==> src/rtl/ngva_pkg.sv <==
// Shared types and constants for the noise gate and voice activity unit.
package ngva_pkg;

    localparam int SAMPLE_W = 16;
    localparam int TIME_W   = 32;
    localparam int AMP_W    = 16;
    localparam int PCT_W    = 7;
    localparam int TMO_W    = 16;
    localparam int MAG_W    = SAMPLE_W + 1;
    localparam int DATA_W   = 32;
    localparam int ADDR_W   = 5;
    localparam int IDX_W    = 3;

    localparam logic [IDX_W-1:0] REG_GATE_AMPLITUDE   = 3'd0;
    localparam logic [IDX_W-1:0] REG_LOUD_AMPLITUDE   = 3'd1;
    localparam logic [IDX_W-1:0] REG_ACTIVATE_PERCENT = 3'd2;
    localparam logic [IDX_W-1:0] REG_HOLD_PERCENT     = 3'd3;
    localparam logic [IDX_W-1:0] REG_SILENCE_TIMEOUT  = 3'd4;

    localparam logic [AMP_W-1:0] GATE_AMPLITUDE_RST   = 16'd328;
    localparam logic [AMP_W-1:0] LOUD_AMPLITUDE_RST   = 16'd1036;
    localparam logic [PCT_W-1:0] ACTIVATE_PERCENT_RST = 7'd70;
    localparam logic [PCT_W-1:0] HOLD_PERCENT_RST     = 7'd30;
    localparam logic [TMO_W-1:0] SILENCE_TIMEOUT_RST  = 16'd1000;

    // Reciprocal of ten scaled by 2^19; exact for magnitudes up to 43690.
    localparam logic [MAG_W-1:0] RECIP_TEN   = 17'd52429;
    localparam int               RECIP_SHIFT = 19;

    typedef struct packed {
        logic [AMP_W-1:0] gate_amplitude;
        logic [AMP_W-1:0] loud_amplitude;
        logic [PCT_W-1:0] activate_percent;
        logic [PCT_W-1:0] hold_percent;
        logic [TMO_W-1:0] silence_timeout_ms;
    } ngva_cfg_t;

    typedef struct packed {
        logic signed [SAMPLE_W-1:0] gated_sample;
        logic                       frame_end;
        logic                       gate_open;
        logic                       voice_active;
        logic                       send_frame;
    } ngva_result_t;

endpackage

==> src/rtl/ngva_regs.sv <==
// APB-style configuration register file for the noise gate and voice activity unit.
module ngva_regs (
    input  logic                         clk,
    input  logic                         rst_n,
    input  logic                         psel,
    input  logic                         penable,
    input  logic                         pwrite,
    input  logic [ngva_pkg::ADDR_W-1:0]  paddr,
    input  logic [ngva_pkg::DATA_W-1:0]  pwdata,
    output logic [ngva_pkg::DATA_W-1:0]  prdata,
    output logic                         pready,
    output ngva_pkg::ngva_cfg_t          cfg
);
    import ngva_pkg::*;

    ngva_cfg_t        cfg_reg;
    logic [IDX_W-1:0] idx;
    logic             wr_en;

    assign idx    = paddr[ADDR_W-1:2];
    assign wr_en  = psel && penable && pwrite;
    assign pready = 1'b1;
    assign cfg    = cfg_reg;

    always_ff @(posedge clk or negedge rst_n)
    begin
        if (!rst_n)
        begin
            cfg_reg.gate_amplitude     <= GATE_AMPLITUDE_RST;
            cfg_reg.loud_amplitude     <= LOUD_AMPLITUDE_RST;
            cfg_reg.activate_percent   <= ACTIVATE_PERCENT_RST;
            cfg_reg.hold_percent       <= HOLD_PERCENT_RST;
            cfg_reg.silence_timeout_ms <= SILENCE_TIMEOUT_RST;
        end
        else if (wr_en)
        begin
            case (idx)
                REG_GATE_AMPLITUDE:   cfg_reg.gate_amplitude     <= pwdata[AMP_W-1:0];
                REG_LOUD_AMPLITUDE:   cfg_reg.loud_amplitude     <= pwdata[AMP_W-1:0];
                REG_ACTIVATE_PERCENT: cfg_reg.activate_percent   <= pwdata[PCT_W-1:0];
                REG_HOLD_PERCENT:     cfg_reg.hold_percent       <= pwdata[PCT_W-1:0];
                REG_SILENCE_TIMEOUT:  cfg_reg.silence_timeout_ms <= pwdata[TMO_W-1:0];
                default:              ;
            endcase
        end
    end

    always_comb
    begin
        case (idx)
            REG_GATE_AMPLITUDE:   prdata = DATA_W'(cfg_reg.gate_amplitude);
            REG_LOUD_AMPLITUDE:   prdata = DATA_W'(cfg_reg.loud_amplitude);
            REG_ACTIVATE_PERCENT: prdata = DATA_W'(cfg_reg.activate_percent);
            REG_HOLD_PERCENT:     prdata = DATA_W'(cfg_reg.hold_percent);
            REG_SILENCE_TIMEOUT:  prdata = DATA_W'(cfg_reg.silence_timeout_ms);
            default:              prdata = '0;
        endcase
    end

endmodule

==> src/rtl/ngva_core.sv <==
// Per-sample noise gate, loud counting and frame-end voice decision with frame state.
module ngva_core #(
    parameter int FRAME_MAX = 512
) (
    input  logic                                 clk,
    input  logic                                 rst_n,
    input  logic                                 advance,
    input  logic signed [ngva_pkg::SAMPLE_W-1:0] sample,
    input  logic                                 last_of_frame,
    input  logic [ngva_pkg::TIME_W-1:0]          now_ms,
    input  ngva_pkg::ngva_cfg_t                  cfg,
    output ngva_pkg::ngva_result_t               result
);
    import ngva_pkg::*;

    localparam int CW = $clog2(FRAME_MAX + 1);
    localparam int SW = CW + PCT_W;
    localparam logic [CW-1:0] CNT_MAX = CW'(FRAME_MAX);

    logic [CW-1:0]     frame_count_reg, frame_count_next;
    logic [CW-1:0]     loud_count_reg, loud_count_next;
    logic              any_passed_reg, any_passed_next;
    logic              voice_latched_reg, voice_latched_next;
    logic [TIME_W-1:0] last_activity_reg, last_activity_next;

    logic [MAG_W-1:0]      mag;
    logic [MAG_W-1:0]      quot;
    logic [2*MAG_W-1:0]    prod;
    logic [MAG_W-1:0]      gmag;
    logic                  attenuate;
    logic                  loud;
    logic                  room;
    logic [CW-1:0]         fc_upd;
    logic [CW-1:0]         lc_upd;
    logic                  any_upd;
    logic [SW-1:0]         share;
    logic [SW-1:0]         act_thr;
    logic [SW-1:0]         hold_thr;
    logic [TIME_W-1:0]     idle_ms;
    logic                  timed_out;
    logic signed [SAMPLE_W-1:0] g;
    logic                  voice;

    always_comb
    begin
        mag       = sample[SAMPLE_W-1] ? (MAG_W'(0) - MAG_W'(sample)) : MAG_W'(sample);
        attenuate = mag < MAG_W'(cfg.gate_amplitude);
        prod      = mag * RECIP_TEN;
        quot      = MAG_W'(prod >> RECIP_SHIFT);
        if (attenuate)
        begin
            gmag = quot;
            g    = sample[SAMPLE_W-1] ? SAMPLE_W'(MAG_W'(0) - quot) : SAMPLE_W'(quot);
        end
        else
        begin
            gmag = mag;
            g    = sample;
        end
        loud    = gmag > MAG_W'(cfg.loud_amplitude);
        any_upd = any_passed_reg || !attenuate;
        room    = frame_count_reg < CNT_MAX;
        fc_upd  = room ? frame_count_reg + CW'(1) : frame_count_reg;
        lc_upd  = (room && loud && (loud_count_reg < CNT_MAX)) ?
                  loud_count_reg + CW'(1) : loud_count_reg;

        share     = SW'(lc_upd) * SW'(100);
        act_thr   = SW'(cfg.activate_percent) * SW'(fc_upd);
        hold_thr  = SW'(cfg.hold_percent) * SW'(fc_upd);
        idle_ms   = now_ms - last_activity_reg;
        timed_out = idle_ms > TIME_W'(cfg.silence_timeout_ms);

        voice_latched_next = voice_latched_reg;
        last_activity_next = last_activity_reg;
        voice              = 1'b0;
        if (!voice_latched_reg)
        begin
            if (share > act_thr)
            begin
                voice_latched_next = 1'b1;
                last_activity_next = now_ms;
            end
        end
        else if (share > hold_thr)
        begin
            last_activity_next = now_ms;
            voice              = 1'b1;
        end
        else if (timed_out)
        begin
            voice_latched_next = 1'b0;
        end
        else
        begin
            voice = 1'b1;
        end

        if (last_of_frame)
        begin
            frame_count_next = '0;
            loud_count_next  = '0;
            any_passed_next  = 1'b0;
        end
        else
        begin
            frame_count_next   = fc_upd;
            loud_count_next    = lc_upd;
            any_passed_next    = any_upd;
            voice_latched_next = voice_latched_reg;
            last_activity_next = last_activity_reg;
        end

        result.gated_sample = g;
        result.frame_end    = last_of_frame;
        result.gate_open    = last_of_frame && any_upd;
        result.voice_active = last_of_frame && voice;
        result.send_frame   = last_of_frame && voice && any_upd;
    end

    always_ff @(posedge clk or negedge rst_n)
    begin
        if (!rst_n)
        begin
            frame_count_reg   <= '0;
            loud_count_reg    <= '0;
            any_passed_reg    <= 1'b0;
            voice_latched_reg <= 1'b0;
            last_activity_reg <= '0;
        end
        else if (advance)
        begin
            frame_count_reg   <= frame_count_next;
            loud_count_reg    <= loud_count_next;
            any_passed_reg    <= any_passed_next;
            voice_latched_reg <= voice_latched_next;
            last_activity_reg <= last_activity_next;
        end
    end

endmodule

==> src/rtl/noise_gate_voice_activity_unit.sv <==
// Top level of the noise gate and voice activity unit: handshake registers and instances.
//
// The unit takes one audio sample per clock cycle while in_stall is low and returns
// one result per sample: the sample is captured in an input register, gated and
// counted by combinational logic, and the result lands in an output register.
// The frame state (sample and loud counters, gate flag, latch and activity time) is
// updated once per sample in that step, so without stalls the rate is one sample per
// cycle. The frame flags are valid only on the result that carries frame_end.
// A stalled output holds the result, and while the input register also holds a sample
// the input is stalled in the same cycle.
// No clearing pass is needed after reset.
module noise_gate_voice_activity_unit #(
    parameter int FRAME_MAX = 512
) (
    input  logic                                 clk,
    input  logic                                 rst_n,
    input  logic                                 psel,
    input  logic                                 penable,
    input  logic                                 pwrite,
    input  logic [ngva_pkg::ADDR_W-1:0]          paddr,
    input  logic [ngva_pkg::DATA_W-1:0]          pwdata,
    output logic [ngva_pkg::DATA_W-1:0]          prdata,
    output logic                                 pready,
    input  logic                                 in_valid,
    output logic                                 in_stall,
    input  logic signed [ngva_pkg::SAMPLE_W-1:0] sample,
    input  logic                                 last_of_frame,
    input  logic [ngva_pkg::TIME_W-1:0]          now_ms,
    output logic                                 out_valid,
    input  logic                                 out_stall,
    output logic signed [ngva_pkg::SAMPLE_W-1:0] gated_sample,
    output logic                                 frame_end,
    output logic                                 gate_open,
    output logic                                 voice_active,
    output logic                                 send_frame
);
    import ngva_pkg::*;

    ngva_cfg_t    cfg;
    ngva_result_t result;
    ngva_result_t result_reg;

    logic                       in_valid_reg, in_valid_next;
    logic                       out_valid_reg, out_valid_next;
    logic signed [SAMPLE_W-1:0] sample_reg;
    logic                       last_reg;
    logic [TIME_W-1:0]          now_reg;
    logic                       advance;
    logic                       accept;

    assign advance  = in_valid_reg && (!out_valid_reg || !out_stall);
    assign in_stall = in_valid_reg && !advance;
    assign accept   = in_valid && !in_stall;

    assign in_valid_next  = accept || (in_valid_reg && !advance);
    assign out_valid_next = advance || (out_valid_reg && out_stall);

    ngva_regs u_regs (
        .clk     (clk),
        .rst_n   (rst_n),
        .psel    (psel),
        .penable (penable),
        .pwrite  (pwrite),
        .paddr   (paddr),
        .pwdata  (pwdata),
        .prdata  (prdata),
        .pready  (pready),
        .cfg     (cfg)
    );

    ngva_core #(
        .FRAME_MAX (FRAME_MAX)
    ) u_core (
        .clk           (clk),
        .rst_n         (rst_n),
        .advance       (advance),
        .sample        (sample_reg),
        .last_of_frame (last_reg),
        .now_ms        (now_reg),
        .cfg           (cfg),
        .result        (result)
    );

    always_ff @(posedge clk or negedge rst_n)
    begin
        if (!rst_n)
        begin
            in_valid_reg  <= 1'b0;
            out_valid_reg <= 1'b0;
        end
        else
        begin
            in_valid_reg  <= in_valid_next;
            out_valid_reg <= out_valid_next;
        end
    end

    always_ff @(posedge clk)
    begin
        if (accept)
        begin
            sample_reg <= sample;
            last_reg   <= last_of_frame;
            now_reg    <= now_ms;
        end
        if (advance)
        begin
            result_reg <= result;
        end
    end

    assign out_valid    = out_valid_reg;
    assign gated_sample = result_reg.gated_sample;
    assign frame_end    = result_reg.frame_end;
    assign gate_open    = result_reg.gate_open;
    assign voice_active = result_reg.voice_active;
    assign send_frame   = result_reg.send_frame;

endmodule

==> config.mk <==
export PLATFORM = sky130hd
export DESIGN_NAME = noise_gate_voice_activity_unit
export DESIGN_NICKNAME = d
export VERILOG_FILES = /design/src/rtl/ngva_pkg.sv /design/src/rtl/ngva_regs.sv /design/src/rtl/ngva_core.sv /design/src/rtl/noise_gate_voice_activity_unit.sv
export SDC_FILE = /design/constraint.sdc
export NUM_CORES = 1
export LEC_CHECK = 0
export BUFFER_PORTS_ARGS = -buffer_cell sky130_fd_sc_hd__buf_2
export CORE_MARGIN = 3
export CORE_UTILIZATION = 68
export CTS_BUF_LIST = sky130_fd_sc_hd__clkbuf_16
export DETAILED_ROUTE_END_ITERATION = 10
export PLACE_DENSITY = 0.93
export SLEW_MARGIN = 15
export SYNTH_ARGS = -nofsm -noshare
export SYNTH_HDL_FRONTEND = slang
export SYNTH_HIERARCHICAL = 1
export SYNTH_SLANG_ARGS = --single-unit
==> constraint.sdc <==
create_clock -name clk -period 34.9 [get_ports clk]
set_input_delay 6.98 -clock clk [delete_from_list [all_inputs] [get_ports clk]]
set_output_delay 6.98 -clock clk [all_outputs]
set_load 0.1 [all_outputs]
==> metrics.md <==
| Metric | Value |
|---|---|
| Status | finished clean |
| Die Span Y | 188 um |
| Avg WL per Cell | 20.0 um |
| Die area | 35300 um^2 |
| First-pass GRT wire length | 93800 um |
| Core area | 32100 um^2 |
| Cell row count | 65 |
| Min-Delay Path Class | flop to flop |
| Die width | 188 um |
| Starting Density | 70.1% |
| Commonest cells in the netlist | inv_1 (404), ha_1 (350), nand2_1 (181), fa_1 (170), a21oi_1 (113) |
| Layout cell share with drive strength beyond 1 | 12.7% |
| CTS H-tree lvls | 4 |
| Total setup buffers inserted after CTS | 0 |
| Hpwl dp | 45500 um |
| Post_cts resized | 0 |
| Worst-skew pair later-pin latency | 0.44 ns |
| Worst setup margin | 17.43 ns |
| Grt ovf | 0 |
| Post-Syn Area | 22500 um^2 |
| Max Freq | 57.2 MHz |
| Max Clock Skew | 0.0110 ns |
| Post-synth EDFFs | 69 |
| CTS hold repair buffers | 0 |
| Post-Syn Instances | 2348 |
| Worst slew pin tran | 1.11 ns |
| First drt pass iteration count | 6 |
| Largest net degree at the start of global routing | 65 |
| Fin. max-slew vios | 0 |
| Clock slew at reported path FFs | 0.07 ns |
| Setup TNS | 0 ns |
| CP Data Required Time | 35.23 ns |
| Fin nets | 3055 |
| Most frequent cell after synthesis | inv_1 |
| GP Congestion | 1.01 |
| Final hold slack | 0.493 ns |
| Total number of vias | 18000 |
| GRT Total Usage | 32.9% |
| Post-synth top flop | dfrtp_1 |
| RSZ-0062 raised after global routing | false |
| Startpoint Class | flop |
| Seq/Total Area, Yosys | 22.4% |
| CP Class | flop to flop |
| YS warnings | 6 |
| Number of flip-flops in the largest register | 62 |
| Worst setup EP type | flop |
| Setup crit start | sample_reg[0] |
| Fin crit period | 17.47 ns |
| Library cells used by synthesis | 89 |
| Via/cell ratio | 6.21 |
| Seq cells post-synth | 187 |
| Async set or reset register ratio after synthesis | 63.1% |
| Cell taking the most area after synthesis | ha_1 |
| Synth area leaders | ha_1 (19%), fa_1 (15%), dfrtp_1 (11%) |
| Detail Route Antenna Nets | 0 |
| Post-place setup slack | 18.00 ns |
| Slowest cell on crit path | a211oi_1 |
| Area share of the largest cell type after synthesis | 19.5% |
| Area growth, synth to finish | 6.53% |
| Reg2Reg Launch Point | sample_reg[0] |
| Antenna violations before repair | 1 |
| Clk buf depth | 2 |
| Clock sinks | 187 |
| Critical Path Fanout Max | 33 |
| Slew margin rel. | 25.7% |
| Num CTS Buffers | 17 |
| Initial DRC count | 1891 |
| Top Ports | 148 |
| Critical Path Max Stage Delay | 0.92 ns |
| Average size of a mapped cell | 9.58 um^2 |
| Arr. time, crit path | 17.80 ns |
| Hold Startpoint | u_core/last_activity_reg[24] |
| Period utilization | 50.1% |
| Final hold violations | 0 |
| Clock root cell | clkbuf_16 |
| Endpoints failing setup | 0 |
| MaxCap Viol Count | 0 |
| IO buf count | 112 |
| Total wire length | 58000 um |
| DRC viols | 0 |
| Vias in the first global route | 18700 |
| CTS tree | done |
==> placed cells by master (no fill, tap or decap), drive strengths merged, types with 7 or more instances in the layout <==
| cell | instances |
|---|---|
| fa | 170 |
| and3 | 8 |
| mux2i | 24 |
| nand2 | 181 |
| clkinv | 10 |
| o21ai | 77 |
| inv | 409 |
| o21a | 19 |
| nor2 | 69 |
| nor3 | 25 |
| dfstp | 19 |
| or2 | 13 |
| edfxtp | 69 |
| conb | 25 |
| ha | 350 |
| nor3b | 14 |
| and4 | 7 |
| a211oi | 13 |
| buf | 134 |
| o21bai | 15 |
| or3 | 10 |
| nand4 | 21 |
| a31oi | 9 |
| o22ai | 25 |
| nand3 | 33 |
| a21oi | 113 |
| xor2 | 43 |
| mux2 | 110 |
| and2 | 41 |
| dfrtp | 99 |
| clkbuf | 17 |
| nand2b | 24 |
| nor2b | 36 |
| o211ai | 12 |
| xnor2 | 75 |
| a21o | 42 |
| nor4 | 8 |
==> per-stage QoR <==
| step | area [um^2] | utilization (%) | cells |
|---|---|---|---|
| CTS | 24000 | 74.6 | 2890 |
| global placement | 23500 | 73.0 | 2858 |
| floorplan | 22600 | - | 2369 |
| global route | 24000 | 74.6 | 2891 |
| finish | 24000 | 74.6 | 2891 |
| detailed placement | 23500 | 73.0 | 2858 |
==> area by class of cell <==
| type | count | area (um^2) |
|---|---|---|
| Fill cell | 2142 | 8150 |
| Clock inverter | 15 | 86.3 |
| Clock buffer | 17 | 425 |
| Sequential cell | 187 | 5050 |
| Tap cell | 435 | 544 |
| Timing Repair Buffer | 134 | 728 |
| Inverter | 405 | 1520 |
| Antenna cell | 1 | 2.50 |
| Multi-Input combinational cell | 1697 | 15600 |
==> routing by layer <==
| metal | GRT usage (%) | wire length, um | vias to the layer above |
|---|---|---|---|
| li1 | - | - | 8103 |
| met1 | 42.7 | 22800 | 8714 |
| met2 | 56.2 | 28100 | 956 |
| met3 | 4.39 | 4790 | 181 |
| met4 | 12.9 | 2190 | 0 |
| met5 | 0 | 0 | - |
==> final timing paths <==
kind	end	cells past startpoint	slack (ns)
setup / recovery	u_core/last_activity_reg[15]	55	17.43
hold / removal	u_core/last_activity_reg[24]	1	0.49
setup reg to reg	u_core/last_activity_reg[15]	55	17.43
hold reg to reg	u_core/last_activity_reg[24]	1	0.49
max in group asynchronous	out_valid	2	27.05
min in group asynchronous	u_core/last_activity_reg[30]	1	6.57
==> critical path, delay by kind of cell, from the launching register on <==
kind | cells | cell delay [ns]
flops | 1 | 0.66
simple gates | 10 | 2.19
xor+xnor | 4 | 1.88
fa+ha+maj | 13 | 5.61
mux | 2 | 0.60
buf+inv | 8 | 1.14
compound gates | 18 | 5.22
==> cell families (layout without fill, tap and decap cells) <==
logic type / count (synthesis) / after routing / synth area share (%)
xor gates and xnor gates: 118 / 118 / 4.59
other: 4 / 26 / 0.0667
DFF: 187 / 187 / 22.4
buffers and inverters: 485 / 571 / 8.65
adders and majority gates: 522 / 522 / 34.7
AOI/OAI and AO/OA: 393 / 393 / 11.4
and+or+nand+nor: 505 / 505 / 11.5
muxes: 134 / 134 / 6.74
Power is not shown: default switching activity piles up to over one toggle a cycle in this logic, so the estimate is an artifact.
